==> src/rtl/playfair_digraph_encryptor_assert.svh <==
// Assertion macros shared by the Playfair encryptor RTL.
`ifndef PLAYFAIR_DIGRAPH_ENCRYPTOR_ASSERT_SVH
`define PLAYFAIR_DIGRAPH_ENCRYPTOR_ASSERT_SVH

// Same-cycle implication, disabled while reset is asserted.
`define PFE_ASSERT_SAME(lbl, clk, rst_n, ante, cons, msg) \
    lbl: assert property (@(posedge clk) disable iff (!(rst_n)) (ante) |-> (cons)) \
        else $error(msg);

// Next-cycle implication, disabled while reset is asserted.
`define PFE_ASSERT_NEXT(lbl, clk, rst_n, ante, cons, msg) \
    lbl: assert property (@(posedge clk) disable iff (!(rst_n)) (ante) |=> (cons)) \
        else $error(msg);

`endif

==> src/rtl/pfe_pkg.sv <==
// Types and constants of the Playfair digraph encryptor.
package pfe_pkg;

    localparam int unsigned LETTER_W  = 5;
    localparam int unsigned SQ_SIZE   = 5;
    localparam int unsigned ROW_W     = LETTER_W * SQ_SIZE;
    localparam int unsigned CELLS     = SQ_SIZE * SQ_SIZE;
    localparam int unsigned CFG_IDX_W = 3;

    localparam logic [LETTER_W-1:0] LETTER_X = 5'd23;
    localparam logic [LETTER_W-1:0] LETTER_J = 5'd9;
    localparam logic [LETTER_W-1:0] LETTER_I = 5'd8;

    typedef enum logic [CFG_IDX_W-1:0] {
        REG_ROW_ZERO  = 3'd0,
        REG_ROW_ONE   = 3'd1,
        REG_ROW_TWO   = 3'd2,
        REG_ROW_THREE = 3'd3,
        REG_ROW_FOUR  = 3'd4
    } t_cfg_reg;

    typedef struct packed {
        logic [LETTER_W-1:0] plain_letter;
        logic                word_end;
    } t_in_item;

    typedef struct packed {
        logic [LETTER_W-1:0] cipher_letter;
        logic                run_last;
    } t_out_item;

endpackage

==> src/rtl/playfair_digraph_encryptor.sv <==
// Playfair digraph encryptor: pairing front end, square lookup and letter serialiser.
// Usage:
//   Plaintext letters (a=0 .. z=25) enter on the i_in_valid / o_in_ready channel,
//   each with a word_end flag. J is folded onto I, letters are paired, a doubled
//   letter gets an X after it and an odd word is padded with X. Each pair is
//   encrypted against the 5x5 key square held in five row registers.
//   The square is written through the i_cfg_valid / o_cfg_ready channel
//   (index 0..4 selects the row, other indexes are ignored); write it only
//   while the block is idle. o_cfg_ready is always high.
//   Ciphertext leaves one letter per transfer on o_out_valid / i_out_ready;
//   run_last marks the final letter caused by an input letter.
// Timing:
//   A completed pair is written to the pair register and then moves into the
//   output register, which offers its first letter; a busy output register
//   holds it there. An input causes 0, 2 or 4 output letters, so the single
//   letter output port sets the rate: one output letter per cycle while
//   i_out_ready is high. A new input is taken every cycle while the pair register can
//   drain into the output register. A stalled receiver holds the output letter;
//   one more pair then waits in the pair register before o_in_ready drops.
// Reset: synchronous, active low; clears the square, the held letter and all valid flags.
module playfair_digraph_encryptor (
    input  logic                           i_clk,
    input  logic                           i_rst_n,
    input  logic                           i_in_valid,
    output logic                           o_in_ready,
    input  pfe_pkg::t_in_item              i_in,
    output logic                           o_out_valid,
    input  logic                           i_out_ready,
    output pfe_pkg::t_out_item             o_out,
    input  logic                           i_cfg_valid,
    output logic                           o_cfg_ready,
    input  logic [pfe_pkg::CFG_IDX_W-1:0]  i_cfg_index,
    input  logic [pfe_pkg::ROW_W-1:0]      i_cfg_data
);
    import pfe_pkg::*;

    // Key square, row r in r_square[r], column c at bits 5c.
    logic [SQ_SIZE-1:0][ROW_W-1:0] r_square;

    // Held first letter of an open pair.
    logic                r_pend_valid, n_pend_valid;
    logic [LETTER_W-1:0] r_pend_letter, n_pend_letter;

    // Pair register: letters to encrypt and whether the pair is sent twice.
    logic                r_job_valid, n_job_valid;
    logic [LETTER_W-1:0] r_job_a, n_job_a;
    logic [LETTER_W-1:0] r_job_b, n_job_b;
    logic                r_job_rep, n_job_rep;

    // Output register: encrypted pair and position within the run.
    logic                r_res_valid, n_res_valid;
    logic [LETTER_W-1:0] r_res_c0, n_res_c0;
    logic [LETTER_W-1:0] r_res_c1, n_res_c1;
    logic                r_res_rep, n_res_rep;
    logic [1:0]          r_res_idx, n_res_idx;

    logic                in_xfer, out_xfer, res_done, res_load, job_move, job_new;
    logic [LETTER_W-1:0] in_letter;

    logic [CELLS-1:0]    pos_a, pos_b;
    logic [SQ_SIZE-1:0] row_a, col_a, row_b, col_b;
    logic [SQ_SIZE-1:0] trow_a, tcol_a, trow_b, tcol_b;
    logic [LETTER_W-1:0] enc_a, enc_b;

    // First match in row-major order, cell zero when the letter is absent.
    function automatic logic [CELLS-1:0] f_locate(
        input logic [LETTER_W-1:0]           letter,
        input logic [SQ_SIZE-1:0][ROW_W-1:0] sq
    );
        logic [CELLS-1:0] m;
        logic [CELLS-1:0] oh;
        for (int r = 0; r < SQ_SIZE; r++) begin
            for (int c = 0; c < SQ_SIZE; c++) begin
                m[r*SQ_SIZE + c] = (sq[r][c*LETTER_W +: LETTER_W] == letter);
            end
        end
        oh = m & (~m + CELLS'(1));
        if (m == '0) begin
            oh = CELLS'(1);
        end
        return oh;
    endfunction

    function automatic logic [SQ_SIZE-1:0] f_row(input logic [CELLS-1:0] oh);
        logic [SQ_SIZE-1:0] row;
        for (int r = 0; r < SQ_SIZE; r++) begin
            row[r] = |oh[r*SQ_SIZE +: SQ_SIZE];
        end
        return row;
    endfunction

    function automatic logic [SQ_SIZE-1:0] f_col(input logic [CELLS-1:0] oh);
        logic [SQ_SIZE-1:0] col;
        col = '0;
        for (int r = 0; r < SQ_SIZE; r++) begin
            col = col | oh[r*SQ_SIZE +: SQ_SIZE];
        end
        return col;
    endfunction

    // Rotate a one-hot position by one place with wrap.
    function automatic logic [SQ_SIZE-1:0] f_step(input logic [SQ_SIZE-1:0] oh);
        return {oh[SQ_SIZE-2:0], oh[SQ_SIZE-1]};
    endfunction

    // AND-OR read of the cell at one-hot row and column.
    function automatic logic [LETTER_W-1:0] f_pick(
        input logic [SQ_SIZE-1:0]            row,
        input logic [SQ_SIZE-1:0]            col,
        input logic [SQ_SIZE-1:0][ROW_W-1:0] sq
    );
        logic [LETTER_W-1:0] v;
        v = '0;
        for (int r = 0; r < SQ_SIZE; r++) begin
            for (int c = 0; c < SQ_SIZE; c++) begin
                if (row[r] && col[c]) begin
                    v = v | sq[r][c*LETTER_W +: LETTER_W];
                end
            end
        end
        return v;
    endfunction

    assign o_cfg_ready = 1'b1;

    // Handshakes.
    assign out_xfer    = r_res_valid && i_out_ready;
    assign res_done    = out_xfer && o_out.run_last;
    assign res_load    = !r_res_valid || res_done;
    assign job_move    = r_job_valid && res_load;
    assign o_in_ready  = !r_job_valid || res_load;
    assign in_xfer     = i_in_valid && o_in_ready;

    // Pairing front end.
    assign in_letter = (i_in.plain_letter == LETTER_J) ? LETTER_I : i_in.plain_letter;
    assign job_new   = in_xfer && (r_pend_valid || i_in.word_end);

    always_comb begin
        n_pend_valid  = r_pend_valid;
        n_pend_letter = r_pend_letter;
        n_job_a       = r_job_a;
        n_job_b       = r_job_b;
        n_job_rep     = r_job_rep;
        n_job_valid   = r_job_valid && !job_move;
        if (in_xfer) begin
            if (!r_pend_valid) begin
                n_job_a   = in_letter;
                n_job_b   = LETTER_X;
                n_job_rep = 1'b0;
                if (!i_in.word_end) begin
                    n_pend_valid  = 1'b1;
                    n_pend_letter = in_letter;
                end
            end else if (r_pend_letter != in_letter) begin
                n_job_a       = r_pend_letter;
                n_job_b       = in_letter;
                n_job_rep     = 1'b0;
                n_pend_valid  = 1'b0;
                n_pend_letter = '0;
            end else begin
                // Doubled letter: pad with X; at word end the same pair goes twice.
                n_job_a   = r_pend_letter;
                n_job_b   = LETTER_X;
                n_job_rep = i_in.word_end;
                if (i_in.word_end) begin
                    n_pend_valid  = 1'b0;
                    n_pend_letter = '0;
                end
            end
        end
        if (job_new) begin
            n_job_valid = 1'b1;
        end
    end

    // Square lookup and Playfair rules on the pair register.
    always_comb begin
        pos_a  = f_locate(r_job_a, r_square);
        pos_b  = f_locate(r_job_b, r_square);
        row_a  = f_row(pos_a);
        col_a  = f_col(pos_a);
        row_b  = f_row(pos_b);
        col_b  = f_col(pos_b);
        trow_a = row_a;
        tcol_a = col_a;
        trow_b = row_b;
        tcol_b = col_b;
        if (row_a == row_b) begin
            tcol_a = f_step(col_a);
            tcol_b = f_step(col_b);
        end else if (col_a == col_b) begin
            trow_a = f_step(row_a);
            trow_b = f_step(row_b);
        end else begin
            tcol_a = col_b;
            tcol_b = col_a;
        end
        enc_a = f_pick(trow_a, tcol_a, r_square);
        enc_b = f_pick(trow_b, tcol_b, r_square);
    end

    // Output serialiser.
    always_comb begin
        n_res_valid = r_res_valid;
        n_res_c0    = r_res_c0;
        n_res_c1    = r_res_c1;
        n_res_rep   = r_res_rep;
        n_res_idx   = r_res_idx;
        if (res_load) begin
            n_res_valid = r_job_valid;
            n_res_c0    = enc_a;
            n_res_c1    = enc_b;
            n_res_rep   = r_job_rep;
            n_res_idx   = '0;
        end else if (out_xfer) begin
            n_res_idx = r_res_idx + 2'd1;
        end
    end

    assign o_out_valid         = r_res_valid;
    assign o_out.cipher_letter = r_res_idx[0] ? r_res_c1 : r_res_c0;
    assign o_out.run_last      = r_res_idx[0] && (!r_res_rep || r_res_idx[1]);

    always_ff @(posedge i_clk) begin
        if (!i_rst_n) begin
            r_square      <= '0;
            r_pend_valid  <= 1'b0;
            r_pend_letter <= '0;
            r_job_valid   <= 1'b0;
            r_res_valid   <= 1'b0;
            r_res_idx     <= '0;
        end else begin
            if (i_cfg_valid && o_cfg_ready) begin
                case (i_cfg_index)
                    REG_ROW_ZERO:  r_square[0] <= i_cfg_data;
                    REG_ROW_ONE:   r_square[1] <= i_cfg_data;
                    REG_ROW_TWO:   r_square[2] <= i_cfg_data;
                    REG_ROW_THREE: r_square[3] <= i_cfg_data;
                    REG_ROW_FOUR:  r_square[4] <= i_cfg_data;
                    default: ;
                endcase
            end
            r_pend_valid  <= n_pend_valid;
            r_pend_letter <= n_pend_letter;
            r_job_valid   <= n_job_valid;
            r_res_valid   <= n_res_valid;
            r_res_idx     <= n_res_idx;
        end
    end

    always_ff @(posedge i_clk) begin
        r_job_a   <= n_job_a;
        r_job_b   <= n_job_b;
        r_job_rep <= n_job_rep;
        r_res_c0  <= n_res_c0;
        r_res_c1  <= n_res_c1;
        r_res_rep <= n_res_rep;
    end

`include "playfair_digraph_encryptor_assert.svh"

    `PFE_ASSERT_SAME(a_pend_clear, i_clk, i_rst_n, !r_pend_valid,
        r_pend_letter == '0, "held letter not cleared")
    `PFE_ASSERT_SAME(a_pend_no_j, i_clk, i_rst_n, r_pend_valid,
        r_pend_letter != LETTER_J, "held letter is J")
    `PFE_ASSERT_SAME(a_stall_full, i_clk, i_rst_n, !o_in_ready,
        r_job_valid && r_res_valid, "input stalled with room")
    `PFE_ASSERT_SAME(a_last_odd, i_clk, i_rst_n, o_out_valid && o_out.run_last,
        r_res_idx[0], "run ends mid pair")
    `PFE_ASSERT_NEXT(a_drop_pend, i_clk, i_rst_n, in_xfer && i_in.word_end,
        !r_pend_valid, "letter held after word end")

endmodule

==> config.mk <==
export PLATFORM = sky130hd
export DESIGN_NAME = playfair_digraph_encryptor
export DESIGN_NICKNAME = d
export VERILOG_FILES = /design/src/rtl/pfe_pkg.sv /design/src/rtl/playfair_digraph_encryptor.sv
export VERILOG_INCLUDE_DIRS = /design/src /design/src/rtl
export SDC_FILE = /design/constraint.sdc
export NUM_CORES = 1
export LEC_CHECK = 0
export BUFFER_PORTS_ARGS = -buffer_cell sky130_fd_sc_hd__buf_2
export CAP_MARGIN = 20
export CORE_MARGIN = 3
export CORE_UTILIZATION = 55
export CTS_CLUSTER_DIAMETER = 50
export DETAILED_ROUTE_END_ITERATION = 10
export MAX_ROUTING_LAYER = met4
export PLACE_DENSITY = 0.84
export RECOVER_POWER = 25
export SLEW_MARGIN = 25
export SYNTH_ARGS = -nofsm -noshare
export SYNTH_HDL_FRONTEND = slang
export SYNTH_SLANG_ARGS = --single-unit
export TNS_END_PERCENT = 1
==> constraint.sdc <==
create_clock -name i_clk -period 4.35 [get_ports i_clk]
set_clock_uncertainty 0.05 [all_clocks]
set_input_delay 1.305 -clock i_clk [delete_from_list [all_inputs] [get_ports i_clk]]
set_output_delay 1.305 -clock i_clk [all_outputs]
set_load 0.03 [all_outputs]
Word level (Yosys, flattened, before mapping):

Index checks and enable logic that the tools add are counted.
W data, S select, Z words.

* flip-flop bits (word level): 157
* input port bits: 39
* output and inout bits: 9
* logic and storage cells: 299

* add/sub/neg operators: 3
* eq/ne operators: 60
* muxes and demuxes: 71
* bitwise logic cells: 62
* reduce and logical (&&, ||, !) cells: 87

Operator list (count)
* $mux W5: 65
* $or A5 B5 Y5: 56
* $eq A5 B5 Y1: 52
* $logic_and A1 B1 Y1: 57
* $add A25 B1 Y25 const B: 2
* $and A25 B25 Y25: 2
* $logic_not A25 Y1: 2
* $mux W25: 2
* $not A25 Y25: 2
* $reduce_or A5 Y1: 10
* $reduce_and A2 Y1: 6
* $eq A3 B2 Y1 const B: 2
* $eq A5 B4 Y1 const B: 1
* $ne A5 B5 Y1: 1
* $logic_not A1 Y1: 4
* $logic_or A1 B1 Y1: 4
* $mux W1: 4
* $reduce_or A2 Y1: 2
* $eq A3 B1 Y1 const B: 1
* $eq A3 B3 Y1 const B: 1
* $logic_not A3 Y1: 1
* $ne A3 B2 Y1 const B: 1
* $reduce_and A3 Y1: 1
* $add A2 B1 Y2 const B: 1
* 2 further kinds: 3

Longest topological paths before layout:

* word-level depth: 62
* mapped depth: 18
* mapped depth without buffers: 13

Least setup slack after synthesis:

Ideal clock, no wire load.

* path type: register -> register
* from: reg r_job_b[4]
* to: reg r_res_c0[3], data pin
* library setup time: 275 ps
* arrival: 3725 ps
* required time: 4025 ps
* slack: 299 ps
* cell stages (with the launch flop): 17
* buffers on the path: 3
* clock period less this slack: 4051 ps
* cells stage by stage: edfxtp_1 buf_4 xnor2_1 nand3_1 nor3_2 or3_1 buf_6 o2111ai_2 mux2_2 o211ai_2 nand3_4 nand4_4 mux2_2 buf_2 a22o_1 a222oi_1 nand4_1

* longest elaborated chain between the ends: 62
* elaborated cells between the ends (all ways): 119
* those cells by class: add/sub (1); eq/ne (27); mux (30); bitwise (30); reduce/logical (31)

Ends and longest elaborated chain
* start, declared: RTL line playfair_digraph_encryptor.sv:47 `logic [LETTER_W-1:0] r_job_b, n_job_b;`
* start signal, assigned: RTL line playfair_digraph_encryptor.sv:253 `r_job_b <= n_job_b;`
* $eq A5 B5 Y1: RTL line playfair_digraph_encryptor.sv:74 `m[r*SQ_SIZE + c] = (sq[r][c*LETTER_W +: LETTER_W] == letter);`
* $not A25 Y25: RTL line playfair_digraph_encryptor.sv:77 `oh = m & (~m + CELLS'(1));`
* $add A25 B1 Y25: RTL line playfair_digraph_encryptor.sv:77
* $and A25 B25 Y25: RTL line playfair_digraph_encryptor.sv:77
* $mux W25 *: RTL line playfair_digraph_encryptor.sv:78 `if (m == '0) begin`
* $or A5 B5 Y5 (4 in series): RTL line playfair_digraph_encryptor.sv:96 `col = col | oh[r*SQ_SIZE +: SQ_SIZE];`
* $eq A5 B5 Y1: RTL line playfair_digraph_encryptor.sv:191 `end else if (col_a == col_b) begin`
* $mux W5: RTL line playfair_digraph_encryptor.sv:191
* [44 not listed]
* $mux W5: RTL line playfair_digraph_encryptor.sv:116 `if (row[r] && col[c]) begin`
* $or A5 B5 Y5: RTL line playfair_digraph_encryptor.sv:117 `v = v | sq[r][c*LETTER_W +: LETTER_W];`
* $mux W5: RTL line playfair_digraph_encryptor.sv:116
* $or A5 B5 Y5: RTL line playfair_digraph_encryptor.sv:117
* $mux W5: RTL line playfair_digraph_encryptor.sv:116
* $or A5 B5 Y5: RTL line playfair_digraph_encryptor.sv:117
* $mux W5 *: RTL line playfair_digraph_encryptor.sv:116
* via enc_a[3]: RTL line playfair_digraph_encryptor.sv:63 `logic [LETTER_W-1:0] enc_a, enc_b;`
* end signal, assigned: RTL line playfair_digraph_encryptor.sv:255 `r_res_c0 <= n_res_c0;`
* end, declared: RTL line playfair_digraph_encryptor.sv:52 `logic [LETTER_W-1:0] r_res_c0, n_res_c0;`

The timed path passes the listed nets; every way through them passes the cells marked *.
A chain may end at the register's enable or synchronous reset.

Worst setup path in the final report:

* from: reg r_job_a[4]
* to: reg r_res_c1[3], data pin

* longest elaborated chain between the ends: 62
* elaborated cells between the ends (all ways): 119
* those cells by class: add/sub (1); eq/ne (27); mux (30); bitwise (30); reduce/logical (31)

Ends and longest elaborated chain
* start, declared: RTL line playfair_digraph_encryptor.sv:46 `logic [LETTER_W-1:0] r_job_a, n_job_a;`
* start signal, assigned: RTL line playfair_digraph_encryptor.sv:252 `r_job_a <= n_job_a;`
* $eq A5 B5 Y1: RTL line playfair_digraph_encryptor.sv:74
* $not A25 Y25: RTL line playfair_digraph_encryptor.sv:77
* $add A25 B1 Y25: RTL line playfair_digraph_encryptor.sv:77
* $and A25 B25 Y25: RTL line playfair_digraph_encryptor.sv:77
* $mux W25 *: RTL line playfair_digraph_encryptor.sv:78
* $or A5 B5 Y5 (4 in series): RTL line playfair_digraph_encryptor.sv:96
* $eq A5 B5 Y1: RTL line playfair_digraph_encryptor.sv:191
* $mux W5: RTL line playfair_digraph_encryptor.sv:191
* [44 not listed]
* $mux W5: RTL line playfair_digraph_encryptor.sv:116
* $or A5 B5 Y5: RTL line playfair_digraph_encryptor.sv:117
* $mux W5: RTL line playfair_digraph_encryptor.sv:116
* $or A5 B5 Y5: RTL line playfair_digraph_encryptor.sv:117
* $mux W5: RTL line playfair_digraph_encryptor.sv:116
* $or A5 B5 Y5: RTL line playfair_digraph_encryptor.sv:117
* $mux W5 *: RTL line playfair_digraph_encryptor.sv:116
* via enc_b[3]: RTL line playfair_digraph_encryptor.sv:63
* end signal, assigned: RTL line playfair_digraph_encryptor.sv:256 `r_res_c1 <= n_res_c1;`
* end, declared: RTL line playfair_digraph_encryptor.sv:53 `logic [LETTER_W-1:0] r_res_c1, n_res_c1;`

Marks and branches as above.

==> summary.md <==
| Metric | Value |
|---|---|
| Worst Path Buf+Inv | 5 |
| Slew Viols, Final | approximately 90 |
| Cts hold-fix bufs | 0 |
| Syn Inst Count | ~1500 |
| Share of cells above drive strength 1 | 0.3071 |
| CP delay by family, top | simple AND/OR/NAND/NOR gates |
| Initial antenna violation count | 0 |
| Max_cap viols | 2 |
| Total gr overflow | 0 |
| Routed WL per cell | slightly below 30 µm |
| Clk slew on worst S/H paths | 0.08 ns |
| WP data arrival | 4.82 ns |
| Core footprint | 21420 µm² |
| Rows | 53 |
| Unique cell type count in the Yosys netlist | 87 |
| Hold WS | slightly below 0.4 ns |
| Post-synthesis register bit count | between 150 and 200 |
| Least-Margin Pin Slew | approximately 2.3 ns |
| Reg2reg start | r_job_a[4] |
| # DRC | 0 |
| Chip height | between 150 and 200 µm |
| Area of the multi-input gates | 8567 µm² |
| Slew HR | -0.5063 |
| Clock sinks | between 150 and 200 |
| Clk Latency, worst-skew pair | 0.45 ns |
| CTS tree | yes |
| Hold Crit Class | flip-flop to flip-flop |
| CTS H-tree depth | 4 |
| F_max | 0.2122 GHz |
| Root Buffer | clkbuf_16 |
| RSZ-0062 raised after global routing | true |
| Post-synth top area share | 0.2207 |
| Synth Net Count | about 1500 |
| Failing checks | capacitance limit, slew limit, setup timing |
| Largest net degree at the start of global routing | 74 |
| Critical path, cell by cell | buf_12 > buf_12 > xor2_2 > nor3_2 > nand3_2 > nand4_1 > or3b_1 > a2111o_1 > o211a_1 > nor4b_4 > nand4_4 > buf_6 > bufbuf_16 > mux2_2 > buf_4 > a21oi_1 > a311oi_1 > nand4_1 |
| Leakage | 6.590 nW |
| Worst Hold End | r_res_rep |
| FF-to-FF End | r_res_c1[3] |
| Layout filler cell count | about 1500 |
| Pwr/cell area | between 300 and 400 nW/µm² |
| Post-DP HPWL | 45420 µm |
| CTS Buffer Depth | 2 |
| Vias in the first global route | about 14000 |
| Layout area overhead | 32.92% |
| Crit end category | flip-flop |
| Final #Nets | between 1500 and 2000 |
| Synth Warn # | 0 |
| Drt via density | slightly below 7 |
| Post-route ant nets | 0 |
| Die X | 155.2 µm |
| Slowest-stage cell, CP | a2111o_1 |
| Most common cell after layout, fill and taps aside | buf_4 |
| Crit share post-route | 1.084 |
| Synth async-reset ratio | 0 |
| Hold Startpoint | r_job_rep |
| Critical Setup Path Class | flip-flop to flip-flop |
| Worst-path fanout max | 6 |
| Main synth FF type | dfxtp_1 |
| Final setup viols | 10 |
| Reg-to-reg setup timing slack | -0.36 ns |
| Post-Place Cells | slightly above 2000 |
| R2R cell count | 18 |
| Peak supply drop | between 0.0002 and 0.0003 V |
| TritonCTS buffer count | 17 |
| Nature of the critical path startpoint | flip-flop |
| Routability Congestion | around 1.2 |
| Post-Syn Area per Cell | approximately 8.3 µm² |
| Max stage delay on crit path | 0.45 ns |
| 1st-iter DRT viols | 2553 |
| Pre-Repair DR Iteration Count | 9 |
| GRT Total Usage | 0.5167 |
| Initial Util | 0.5716 |
| Global-route wire length before repair | between 80000 and 90000 µm |
| Non-filler cells, final | 2094 |
| IO buf count | 46 |
| WP data required | 4.46 ns |
| Post-synth top area cell | dfxtp_1 |
| Most frequent cells in the layout | buf_4 (335), nand2_1 (291), a21boi_0 (137), dfxtp_1 (135), xor2_1 (127) |
| DR vias | roughly 14000 |
| Final wirelength | between 60000 and 70000 µm |
| Post-synthesis sequential area ratio | 0.2747 |
| Syn Std Cell Area | between 10000 and 15000 µm² |
| Fin. Hold Viols | 0 |
| Die area | ~24000 µm² |
| Hold Crit Depth | 0 |
| Largest cells by area after synthesis | dfxtp_1 (22%), xor2_1 (9.6%), nand2_1 (9.0%) |
| Post-synth EDFFs | 22 |
| Final worst slack | -0.3632 ns |
| I/O Pins | 48 |
| Post-layout min period | ~4.7 ns |
| Status | finished with violations |
| Seq. cell area | ~3400 µm² |
-- cell type report --
cell class	instances	share of cell area
tap	275	0.02114
sequential	157	0.2067
antenna	2	0.0003076
timing repair buffer	415	0.2054
clock buffer	17	0.02614
inverter	9	0.002076
multi-input combinational	1204	0.5264
clock inverter	15	0.01184
-- sequential cells by signal, summed over array words and instances, names as in the netlist, 2 cells and up --
name           cells
r_job_b            5
r_res_c1           5
r_square         125
r_job_a            5
r_res_c0           5
r_pend_letter      5
r_res_idx          2
-- stage by stage --
| step | area, µm² | total power [W] | TNS (ns) | util | setup WS, ns |
|---|---|---|---|---|---|
| 6_report | 16270 | 0.005028 | -2.775 | 0.7597 | -0.3632 |
| 5_1_grt | 16270 | 0.005123 | -3.708 | 0.7595 | -0.4422 |
| 3_3_place_gp | 15020 | 0.003167 | -2.899 | 0.7011 | -0.4127 |
| 4_1_cts | 16220 | 0.004894 | -1.015 | 0.7572 | -0.1443 |
| 3_5_place_dp | 15020 | 0.003181 | -3.249 | 0.7011 | -0.4481 |
| 2_1_floorplan | 12240 | 0.002421 | 0 | - | 0.2991 |
-- synth_stat cells, drive strengths merged, types with 3 or more instances --
cell type and number:
nand2 292, a21boi 140, xor2 136, dfxtp 135, xnor2 126, nand3 68
nor3 65, clkbuf 55, a22oi 52, a22o 46, buf 46, edfxtp 22
nor2 22, and3 21, mux2 21, a222oi 20, nor2b 17, nand4 16
nor4 16, a21oi 13, mux2i 13, nand2b 12, a31oi 11, o21ai 10
inv 9, o22ai 9, a21o 6, o211ai 6, or2 6, a211oi 4
or3 4, a2111oi 3, a311oi 3, and2 3, o21a 3, o32a 3
o41ai 3, or4 3
-- timing repair --
item | 4_1_cts | 5_1_grt
resized for setup | 72 | 12
cloned | 3 | 0
setup buffers | 16 | 1
pin swaps | 27 | 4
setup endpoints to repair | 10 | 10
-- worst max path at each step --
| stage | slack [ns] | endpoint | cells after the start | from |
|---|---|---|---|---|
| 6_report | -0.36 | r_res_c1[3] | 18 | r_job_a[4] |
| 5_1_grt | -0.44 | r_res_c1[4] | 18 | r_job_a[4] |
| 4_1_cts | -0.14 | r_res_c1[3] | 20 | r_job_a[4] |
| 3_5_place_dp | -0.45 | r_res_c1[3] | 17 | r_job_a[2] |
| 3_3_place_gp | -0.41 | r_res_c1[3] | 17 | r_job_a[2] |
| 2_1_floorplan | 0.30 | r_res_c0[3] | 16 | r_job_b[4] |
-- layer usage --
| layer | wire (µm) | track usage | vias up |
|---|---|---|---|
| li1 | - | - | 5900 |
| met1 | 21920 | 0.6500 | 6767 |
| met2 | 24800 | 0.7153 | 1328 |
| met3 | 10030 | 0.1794 | 343 |
| met4 | 4802 | 0.3022 | 0 |
| met5 | 0 | - | - |
-- cells by family after synthesis --
group	synth area share
xor+xnor	0.1893
compound gates	0.2268
buf+inv	0.05519
simple gates	0.2232
flops	0.2747
other cells	0.0003063
mux	0.03056
-- power by group --
part | switching (W) | internal, W
combinational | 0.00104 | 0.000780
sequential | 0.0000673 | 0.00152
clock | 0.000789 | 0.000832
(Power assumes the default switching activity.)
